File: src/rtl/tcg_pkg.sv
// ----------------------------------------------------------------------------
// Text console glyph renderer package
// Shared constants, operation codes and the structs passed between modules.
// ----------------------------------------------------------------------------
package tcg_pkg;

   localparam int CODE_W     = 7;
   localparam int LEN_W      = 5;
   localparam int POS_W      = 4;
   localparam int ROW_W      = 4;
   localparam int PIX_W      = 8;
   localparam int OP_W       = 2;
   localparam int PAGE_COUNT = 8;
   localparam int PAGE_ROWS  = 8;
   localparam int GLYPH_COUNT = 95;
   localparam int GLYPH_WIDTH = 8;

   localparam logic [OP_W-1:0] OP_PUT   = 2'd0;
   localparam logic [OP_W-1:0] OP_READ  = 2'd1;
   localparam logic [OP_W-1:0] OP_GLYPH = 2'd2;

   localparam logic [CODE_W-1:0] CODE_NEWLINE    = 7'd10;
   localparam logic [CODE_W-1:0] FIRST_PRINTABLE = 7'd32;
   localparam logic [CODE_W-1:0] LAST_PRINTABLE  = 7'd126;

   typedef struct packed {
      logic              en;
      logic [CODE_W-1:0] code;
   } put_cmd_type;

   typedef struct packed {
      logic [LEN_W-1:0]  len;
      logic [CODE_W-1:0] ch;
   } line_rd_type;

   typedef struct packed {
      logic              en;
      logic [CODE_W-1:0] index;
      logic [ROW_W-1:0]  row;
      logic [PIX_W-1:0]  bits;
   } glyph_wr_type;

   function automatic logic is_printable(input logic [CODE_W-1:0] code);
      return (code >= FIRST_PRINTABLE) && (code <= LAST_PRINTABLE);
   endfunction

endpackage

File: src/rtl/tcg_line_store.sv
// ----------------------------------------------------------------------------
// Line ring
// Character and length memories of the line ring, with the cursor and the
// top-of-window pointer, and the put-character update.
// ----------------------------------------------------------------------------
module tcg_line_store #(
   parameter int RING_LINES    = 8,
   parameter int VISIBLE_LINES = 4,
   parameter int LINE_CHARS    = 16
) (
   input  logic                              clock,
   input  logic                              reset,
   input  tcg_pkg::put_cmd_type              put,
   input  logic                              rd_en,
   input  logic [$clog2(RING_LINES)-1:0]     rd_line,
   input  logic [tcg_pkg::POS_W-1:0]         rd_pos,
   output tcg_pkg::line_rd_type              rd_data,
   output logic [$clog2(RING_LINES)-1:0]     top_line
);
   import tcg_pkg::*;

   localparam int LW         = $clog2(RING_LINES);
   localparam int CHAR_DEPTH = RING_LINES * LINE_CHARS;
   localparam int CAW        = $clog2(CHAR_DEPTH);

   logic [CODE_W-1:0]     char_mem_ff [CHAR_DEPTH];
   logic [LEN_W-1:0]      len_mem_ff  [RING_LINES];
   logic [RING_LINES-1:0] len_vld_ff, len_vld_in;

   logic [LW-1:0]    cur_line_ff, cur_line_in;
   logic [LEN_W-1:0] cur_len_ff, cur_len_in;
   logic [LW-1:0]    top_line_ff, top_line_in;

   logic [CODE_W-1:0] rd_ch_ff;
   logic [LEN_W-1:0]  rd_len_ff;
   logic              rd_vld_ff;

   logic             newline, printable, wrap, advance;
   logic [LW-1:0]    nxt_line, line_w;
   logic [LEN_W-1:0] len_base, len_wdata;
   logic [LW:0]      ring_gap;
   logic [LW:0]      cur_dist;
   logic             char_we, len_we;
   logic [CAW-1:0]   char_waddr, char_raddr;

   always_comb begin
      newline   = put.en && (put.code == CODE_NEWLINE);
      printable = put.en && is_printable(put.code);
      wrap      = printable && (cur_len_ff >= LINE_CHARS);
      advance   = newline || wrap;
      nxt_line  = (cur_line_ff == LW'(RING_LINES - 1)) ? '0 : cur_line_ff + 1'b1;
      line_w    = advance ? nxt_line : cur_line_ff;
      len_base  = advance ? '0 : cur_len_ff;
      len_wdata = newline ? '0 : len_base + 1'b1;
      char_we   = printable;
      len_we    = newline || printable;
      char_waddr = CAW'(int'(line_w) * LINE_CHARS + int'(len_base));

      // Ring distance from the window top to the new current line.
      if (nxt_line >= top_line_ff) begin
         ring_gap = {1'b0, nxt_line} - {1'b0, top_line_ff};
      end else begin
         ring_gap = (LW+1)'(int'(nxt_line) + RING_LINES - int'(top_line_ff));
      end

      cur_line_in = line_w;
      cur_len_in  = len_we ? len_wdata : cur_len_ff;
      top_line_in = top_line_ff;
      if (advance && (ring_gap >= VISIBLE_LINES)) begin
         top_line_in = (top_line_ff == LW'(RING_LINES - 1)) ? '0 : top_line_ff + 1'b1;
      end

      len_vld_in = len_vld_ff;
      if (len_we) begin
         len_vld_in[line_w] = 1'b1;
      end

      char_raddr = (rd_pos < LINE_CHARS) ?
                   CAW'(int'(rd_line) * LINE_CHARS + int'(rd_pos)) : '0;
   end

   always_ff @(posedge clock) begin
      if (reset) begin
         cur_line_ff <= '0;
         cur_len_ff  <= '0;
         top_line_ff <= '0;
         len_vld_ff  <= '0;
      end else begin
         cur_line_ff <= cur_line_in;
         cur_len_ff  <= cur_len_in;
         top_line_ff <= top_line_in;
         len_vld_ff  <= len_vld_in;
      end
   end

   always_ff @(posedge clock) begin
      if (char_we) begin
         char_mem_ff[char_waddr] <= put.code;
      end
      if (len_we) begin
         len_mem_ff[line_w] <= len_wdata;
      end
      if (rd_en) begin
         rd_ch_ff  <= char_mem_ff[char_raddr];
         rd_len_ff <= len_mem_ff[rd_line];
         rd_vld_ff <= len_vld_ff[rd_line];
      end
   end

   // A line never written since reset has length zero.
   assign rd_data.len = rd_vld_ff ? rd_len_ff : '0;
   assign rd_data.ch  = rd_ch_ff;
   assign top_line    = top_line_ff;

   always_comb begin
      if (cur_line_ff >= top_line_ff) begin
         cur_dist = {1'b0, cur_line_ff} - {1'b0, top_line_ff};
      end else begin
         cur_dist = (LW+1)'(int'(cur_line_ff) + RING_LINES - int'(top_line_ff));
      end
   end

`ifndef SYNTHESIS
   a_len_bound: assert property (@(posedge clock) disable iff (reset)
      cur_len_ff <= LINE_CHARS)
      else $error("current line length exceeds the line size");

   a_window: assert property (@(posedge clock) disable iff (reset)
      cur_dist < VISIBLE_LINES)
      else $error("current line lies outside the visible window");

   a_top_hold: assert property (@(posedge clock) disable iff (reset)
      !put.en |=> $stable(top_line_ff))
      else $error("window top moved without a put");
`endif

endmodule

File: config.mk
export PLATFORM = sky130hd
export DESIGN_NAME = tcg_line_store
export DESIGN_NICKNAME = d
export VERILOG_FILES = /design/src/rtl/tcg_pkg.sv /design/src/rtl/tcg_line_store.sv
export SDC_FILE = /design/constraint.sdc
export NUM_CORES = 1
export LEC_CHECK = 0
export BUFFER_PORTS_ARGS = -buffer_cell sky130_fd_sc_hd__buf_2
export CORE_MARGIN = 1
export CORE_UTILIZATION = 50
export CTS_CLUSTER_DIAMETER = 50
export DETAILED_ROUTE_END_ITERATION = 8
export PLACE_DENSITY = 0.65
export SLEW_MARGIN = 25
export SYNTH_ARGS = -nofsm -noshare
export SYNTH_HDL_FRONTEND = slang
export SYNTH_SLANG_ARGS = --single-unit
File: constraint.sdc
create_clock -name clock -period 4.95 [get_ports clock]
set_input_delay 0.495 -clock clock [delete_from_list [all_inputs] [get_ports clock]]
set_output_delay 0.495 -clock clock [all_outputs]
set_load 0.02 [all_outputs]
# Yosys cells after proc, flatten, opt, wreduce, memory -nomap -nowiden
# Memory sizes are Yosys's and may differ from the RTL's. A register that Yosys moved wholly into a read port is not among the register bits.
# Cells that the tools add are included.
[totals] register_bits=20 ram_bits=936 in_bits=18 out_inout_bits=15 elab_cells=50 n_memories=2
[op_classes] n_addsub=8 n_lt_le_gt_ge=8 n_eq_ne=3 mux=15 bitwise_logic=1 reduce_logical=8
[memory_table] memory="char_mem_ff" words=128 word_bits=7 rd=1 rd_clocked_by_memory_dff=1 write_ports=1 line_no="tcg_line_store.sv:26" text="logic [CODE_W-1:0] char_mem_ff [CHAR_DEPTH];"
[memory_table] memory="len_mem_ff" words=8 word_bits=5 rd=1 rd_clocked_by_memory_dff=1 write_ports=1 line_no="tcg_line_store.sv:27" text="logic [LEN_W-1:0] len_mem_ff [RING_LINES];"
[op_table] operator="2-to-1 mux 5 bit" count=3
[op_table] operator="2-to-1 mux 3 bit" count=3
[op_table] operator="< comparator 3 x 4 -> 1 bit (second input constant)" count=2
[op_table] operator="OR 8 bit" count=1
[op_table] operator="adder 7 x 4 -> 7 bit" count=1
[op_table] operator="adder 7 x 5 -> 7 bit" count=1
[op_table] operator="equality test 7 x 4 -> 1 bit (second input constant)" count=1
[op_table] operator=">= comparator 7 x 6 -> 1 bit (second input constant)" count=1
[op_table] operator="<= comparator 7 bit (second input constant)" count=1
[op_table] operator="adder 3 x 1 -> 3 bit (second input constant)" count=2
[op_table] operator="equality test 3 bit (second input constant)" count=2
[op_table] operator="logical AND 1 bit" count=6
[op_table] operator="2-to-1 mux 1 bit" count=6
[op_table] operator="adder 5 x 1 -> 5 bit (second input constant)" count=1
[op_table] operator=">= comparator 5 bit (second input constant)" count=1
[op_table] operator="adder 3 x 4 -> 4 bit (second input constant)" count=1
[op_table] operator=">= comparator 4 x 3 -> 1 bit (second input constant)" count=1
[op_table] operator="2-to-1 mux 4 bit" count=1
[op_table] operator="subtractor 3 x 3 -> 4 bit" count=1
[op_table] operator="subtractor 4 x 3 -> 4 bit" count=1
[op_table] operator="binary-select mux 1 bit (select 3 bit)" count=1
[op_table] operator="demux 1 bit (select 3 bit)" count=1
[op_table] operator=">= comparator 3 x 1 -> 1 bit (second input constant)" count=1
[op_table] operator=">= comparator 3 bit" count=1
[op_table] operator="logical OR 1 bit" count=2

# Depth between registers and ports, before layout
[depth] depth_word=11 ltp_mapped=13 ltp_nobuf=13

# Least setup slack after synthesis
# Ideal clock, no wire load.
[synth_path] path_type="input port to flip-flop" start="input put[5] in the netlist's numbering" end="memory char_mem_ff[48][0], enable pin" setup_ps=412 arrival_ps=3695 t_required_ps=4538 slack_ps=843 stages=11 path_buffers=3 path_cell_list="and4_1 > a31oi_1 > clkbuf_1 > a21oi_1 > clkbuf_1 > a21o_1 > ha_1 > ha_1 > clkbuf_1 > nor3_1 > a2111oi_0"
[synth_between] elab_chain_len=7 word_cells_on_any_way=13 classes_between="1 x add/sub; 2 x order compare; 1 x eq/ne; 4 x mux; 5 x reduce/logical"
[synth_rtl] item="start, declared" line_no="tcg_line_store.sv:13" text="input tcg_pkg::put_cmd_type put,"
[synth_rtl] item=">= comparator 7 x 6 -> 1 bit or <= comparator 7 bit (tied branches)" line_no="tcg_pkg.sv:44" text="return (code >= FIRST_PRINTABLE) && (code <= LAST_PRINTABLE);"
[synth_rtl] item="logical AND 1 bit" line_no="tcg_pkg.sv:44"
[synth_rtl] item="logical AND 1 bit" line_no="tcg_line_store.sv:48" text="printable = put.en && is_printable(put.code);"
[synth_rtl] item="logical AND 1 bit" line_no="tcg_line_store.sv:49" text="wrap = printable && (cur_len_ff >= LINE_CHARS);"
[synth_rtl] item="logical OR 1 bit *" line_no="tcg_line_store.sv:50" text="advance = newline || wrap;"
[synth_rtl] item="2-to-1 mux 3 bit *" line_no="tcg_line_store.sv:52" text="line_w = advance ? nxt_line : cur_line_ff;"
[synth_rtl] item="named net cur_line_in[0]" line_no="tcg_line_store.sv:30" text="logic [LW-1:0] cur_line_ff, cur_line_in;"
[synth_rtl] item="adder 7 x 5 -> 7 bit *" line_no="tcg_line_store.sv:57" text="char_waddr = CAW'(int'(line_w) * LINE_CHARS + int'(len_base));"
[synth_rtl] item="end, declared" line_no="tcg_line_store.sv:26"
# Mark *: on every way through the listed nets, which the timed path passes. The rest lies on a longest branch.

# Final worst setup path
[layout_path] start="input put[3] in the netlist's numbering" end="memory char_mem_ff[45][5], enable pin"
# Same word-level chain as after synthesis.

==> results.ini <==
[detailed_routing]
detailedRoute.firstPassIterationCount=6
wl_per_cell_um=29.4
remaining_drc_errors=0
vias=18200
vias_per_cell=6.19
drtIter0Drc=2125
antenna_left=0
routed_wl_mm=86.7

[die]
row_count=100
initial_utilization_pct=50.8
io_pins=33
die_x_um=278
die_h_um=278
core_area_um2=74900
die-area_um2=77300

[clocking]
holdBufCountCts=0
insertion_delay_ps=680
clockBufferDepth=3
post_cts_buffers=0
cts_sinks=968
post_cts_resize_count=0
clockRootBuffer=sky130_fd_sc_hd__clkbuf_16
clk_pin_slew_worst_paths_ps=60
cts_tree=built
count_of_h_tree_levels_built_during_cts=3
cts-buffers-inserted=104

[power_and_ir_drop]
cell_internal_power_mw=13.9
total_switching_power_mw=3.74
p_leak_nw=13.9
combPwrFrac_pct=4.7
power.switching_fraction_pct=21.2
peakVddDrop_uv=331
powerDensity_nw_per_um2=401
power_frac_seq_pct=51.2
power.share.clock_pct=44.1

[critical_path]
ff2ff_path_depth=11
cp_top_family=simple AND/OR/NAND/NOR gates
rr_endpoint=char_mem_ff[45][5]$_DFFE_PP_
critical_path_peak_fanout=8
timing.critical_path.cells=buf_4 -> and2_1 -> a31oi_1 -> a21oi_1 -> nor2_1 -> a21o_1 -> ha_1 -> ha_1 -> nor2b_1 -> nand3_1 -> nor3_1
cp-end-kind=flip-flop
critPathArrivalTime_ps=4490
critical_path.reg2reg.startpoint=cur_line_ff[0]$_SDFF_PP0_
cell_count_along_the_critical_path=11
worst-endpoint-required_ps=5220
path_buf_inv=1
rrSetupSlack_ps=770
critPathCapture=char_mem_ff[45][5]$_DFFE_PP_
setup.worst_path.class=input port to flip-flop
crit_path_max_incr_delay_ps=820
timing.critical_path.from=put[3]
cp-start-kind=input port
path_common_cell=sky130_fd_sc_hd__ha_1
critPathSlowestCell=sky130_fd_sc_hd__nor3_1

[global_route]
grt.overflow.total=0
grt_most_used_layer=met2
initial_antenna_violation_count=4
maximum_number_of_pins_on_one_net_before_global_route_repair=89
grt_util_met3_pct=3.58
grt.met1_usage_pct=33.5
grt.met2_usage_pct=36.9
grt_usage_pct=23.0
grt_pass1_vias=18500
global_route_wire_length_before_repair_mm=129

[yosys]
mappedNetlistArea_um2=38100
synth_enable_flop_cells=949
synth-seq-cells=968
synthDistinctLibCells=42
synthesis.area_per_instance_um2=22.6
synth.top_cell.area_share_pct=74.8
async_reset_ff_share_pct=0
yosysWarnings=0
synthTopCellsByArea=sky130_fd_sc_hd__edfxtp_1 (75%), sky130_fd_sc_hd__mux4_2 (18%), sky130_fd_sc_hd__nor3_1 (1.7%), sky130_fd_sc_hd__dfxtp_1 (1.0%), sky130_fd_sc_hd__clkbuf_1 (0.69%)
yosys.area.top_type=sky130_fd_sc_hd__edfxtp_1
netlist_instances=1688
dominantRegCellSynth=sky130_fd_sc_hd__edfxtp_1
postSynthNetCount=1717
synth-seq-area-share_pct=75.8

[hold_path]
worst_hold_startpoint=put[0]
hp-class=input port to flip-flop

[timing]
timing.clock.skew_ps=42.2
hold_viol=0
finalMaxSlewViolations=0
final.setup.tns_ps=0
least_margin_pin_slew_ps=1050
finalWorstPathRequiredPeriod_ps=4230
grt_setup_unrepaired=no
max_clock_freq_mhz=237
max-slew-margin-rel_pct=30.0
final.period_utilization_pct=85.4
setup-violations-final=0

[final_layout]
drive_above_1_share_pct=35.6
finalCoreUtilization_pct=58.6
layout.cells.most_common_list=sky130_fd_sc_hd__edfxtp_1 (949), sky130_fd_sc_hd__mux4_2 (306), sky130_fd_sc_hd__buf_4 (166), sky130_fd_sc_hd__nor3_1 (131), sky130_fd_sc_hd__clkbuf_16 (105)
finish.net_count=1917
nFillCells=5247
mostFrequentLayoutCell=sky130_fd_sc_hd__edfxtp_1
layout-area-overhead-vs-synth_pct=15.4

[placement]
hpwl_mm=54.3
gpl_congestion=0.831
buffer_ports.inserted=32

[outcome]
status=finished clean

[flow_run]
timing.max_cap.violations=0

[synth_stat cells (2+ instances only)]
cell type and count:
sky130_fd_sc_hd__a2111oi_0 2, sky130_fd_sc_hd__a31o_2 2, sky130_fd_sc_hd__nor4_1 2, sky130_fd_sc_hd__nand3_1 12, sky130_fd_sc_hd__a211oi_1 3, sky130_fd_sc_hd__clkbuf_1 70
sky130_fd_sc_hd__nor2_1 19, sky130_fd_sc_hd__ha_1 10, sky130_fd_sc_hd__nor3_1 131, sky130_fd_sc_hd__mux2_2 15, sky130_fd_sc_hd__xor2_1 3, sky130_fd_sc_hd__buf_6 2
sky130_fd_sc_hd__inv_1 6, sky130_fd_sc_hd__a31oi_1 2, sky130_fd_sc_hd__buf_1 15, sky130_fd_sc_hd__edfxtp_1 949, sky130_fd_sc_hd__o21ai_0 8, sky130_fd_sc_hd__a21o_1 3
sky130_fd_sc_hd__dfxtp_1 19, sky130_fd_sc_hd__o21ba_2 8, sky130_fd_sc_hd__a21oi_1 12, sky130_fd_sc_hd__a32o_1 3, sky130_fd_sc_hd__mux4_2 306, sky130_fd_sc_hd__nor2b_1 11
sky130_fd_sc_hd__nand3b_1 2, sky130_fd_sc_hd__and2_1 10, sky130_fd_sc_hd__nand4_1 2, sky130_fd_sc_hd__nand2_1 31, sky130_fd_sc_hd__nor3b_1 2, sky130_fd_sc_hd__buf_4 16
[metrics by stage]
stage | setup WS, ps | instances | total power [mW] | cell area [um^2] | hold WS [ps]
global placement | 181 | 2751 | 10.0 | 40400 | 459
CTS | 721 | 2947 | 17.8 | 43900 | 126
floorplan | 843 | 1688 | 9.66 | 38100 | 453
finish | 724 | 2948 | 17.6 | 43900 | 166
detailed placement | 32.2 | 2751 | 10.0 | 40400 | 468
global route | 543 | 2947 | 18.1 | 43900 | 133
[flip-flops by register name (all words and copies together) (netlist names)]
| name | flops |
|---|---|
| rd_vld_ff | 1 |
| rd_ch_ff | 7 |
| len_vld_ff | 8 |
| char_mem_ff | 896 |
| cur_len_ff | 5 |
| rd_len_ff | 5 |
| len_mem_ff | 40 |
| cur_line_ff | 3 |
| top_line | 3 |
[power by group through the flow]
stage	Clock (mW)	Sequential, mW	Combinational, mW
after CTS	7.92	9.03	0.833
after global placement	0	9.20	0.819
after global routing	8.22	9.03	0.861
after detailed placement	0	9.21	0.832
after floorplan	0	9.21	0.453
final	7.78	9.03	0.821
[per-layer routing]
metal	wire length, um	vias up
met3	6020	123
met1	35900	9755
met2	42700	730
li1	-	7628
met5	26	-
met4	2030	4
[logic make-up after synthesis]
logic type / Yosys count / synth area share (%)
simple gates: 227 / 2.96
flops: 968 / 75.8
xor+xnor: 4 / 0.0920
buf+inv: 110 / 1.28
fa+ha+maj: 11 / 0.381
mux: 322 / 18.6
compound gates: 46 / 0.861
[worst reg2reg max path, cell delays in order (launching register included)]
cell and delay (ps):
sky130_fd_sc_hd__dfxtp_1 490, sky130_fd_sc_hd__ha_1 200, sky130_fd_sc_hd__ha_1 150, sky130_fd_sc_hd__nor2_1 70
sky130_fd_sc_hd__inv_1 150, sky130_fd_sc_hd__nor2_1 120, sky130_fd_sc_hd__a21o_1 210, sky130_fd_sc_hd__ha_1 200
sky130_fd_sc_hd__ha_1 340, sky130_fd_sc_hd__nor2b_1 540, sky130_fd_sc_hd__nand3_1 490, sky130_fd_sc_hd__nor3_1 830
[final cells by class]
cell class / instances / area, um^2 / area share, %
Antenna cell: 1 / 2.50 / 0.00570
Clock inverter: 71 / 772 / 1.76
Sequential cell: 968 / 28900 / 65.7
Tap cell: 969 / 1210 / 2.76
Inverter: 6 / 22.5 / 0.0513
Multi-Input combinational cell: 610 / 8750 / 19.9
Clock buffer: 125 / 2740 / 6.24
Timing Repair Buffer: 198 / 1560 / 3.55
[worst min path at each step]
stage | end | cells past startpoint
after floorplan | len_vld_ff[2]$_SDFFE_PP0N_ | 1
after global placement | len_vld_ff[7]$_SDFFE_PP0N_ | 1
after detailed placement | len_vld_ff[6]$_SDFFE_PP0N_ | 1
after CTS | char_mem_ff[16][0]$_DFFE_PP_ | 1
after global routing | char_mem_ff[16][0]$_DFFE_PP_ | 1
final | char_mem_ff[16][0]$_DFFE_PP_ | 1
Note: power is estimated with default switching activity, not from simulation.
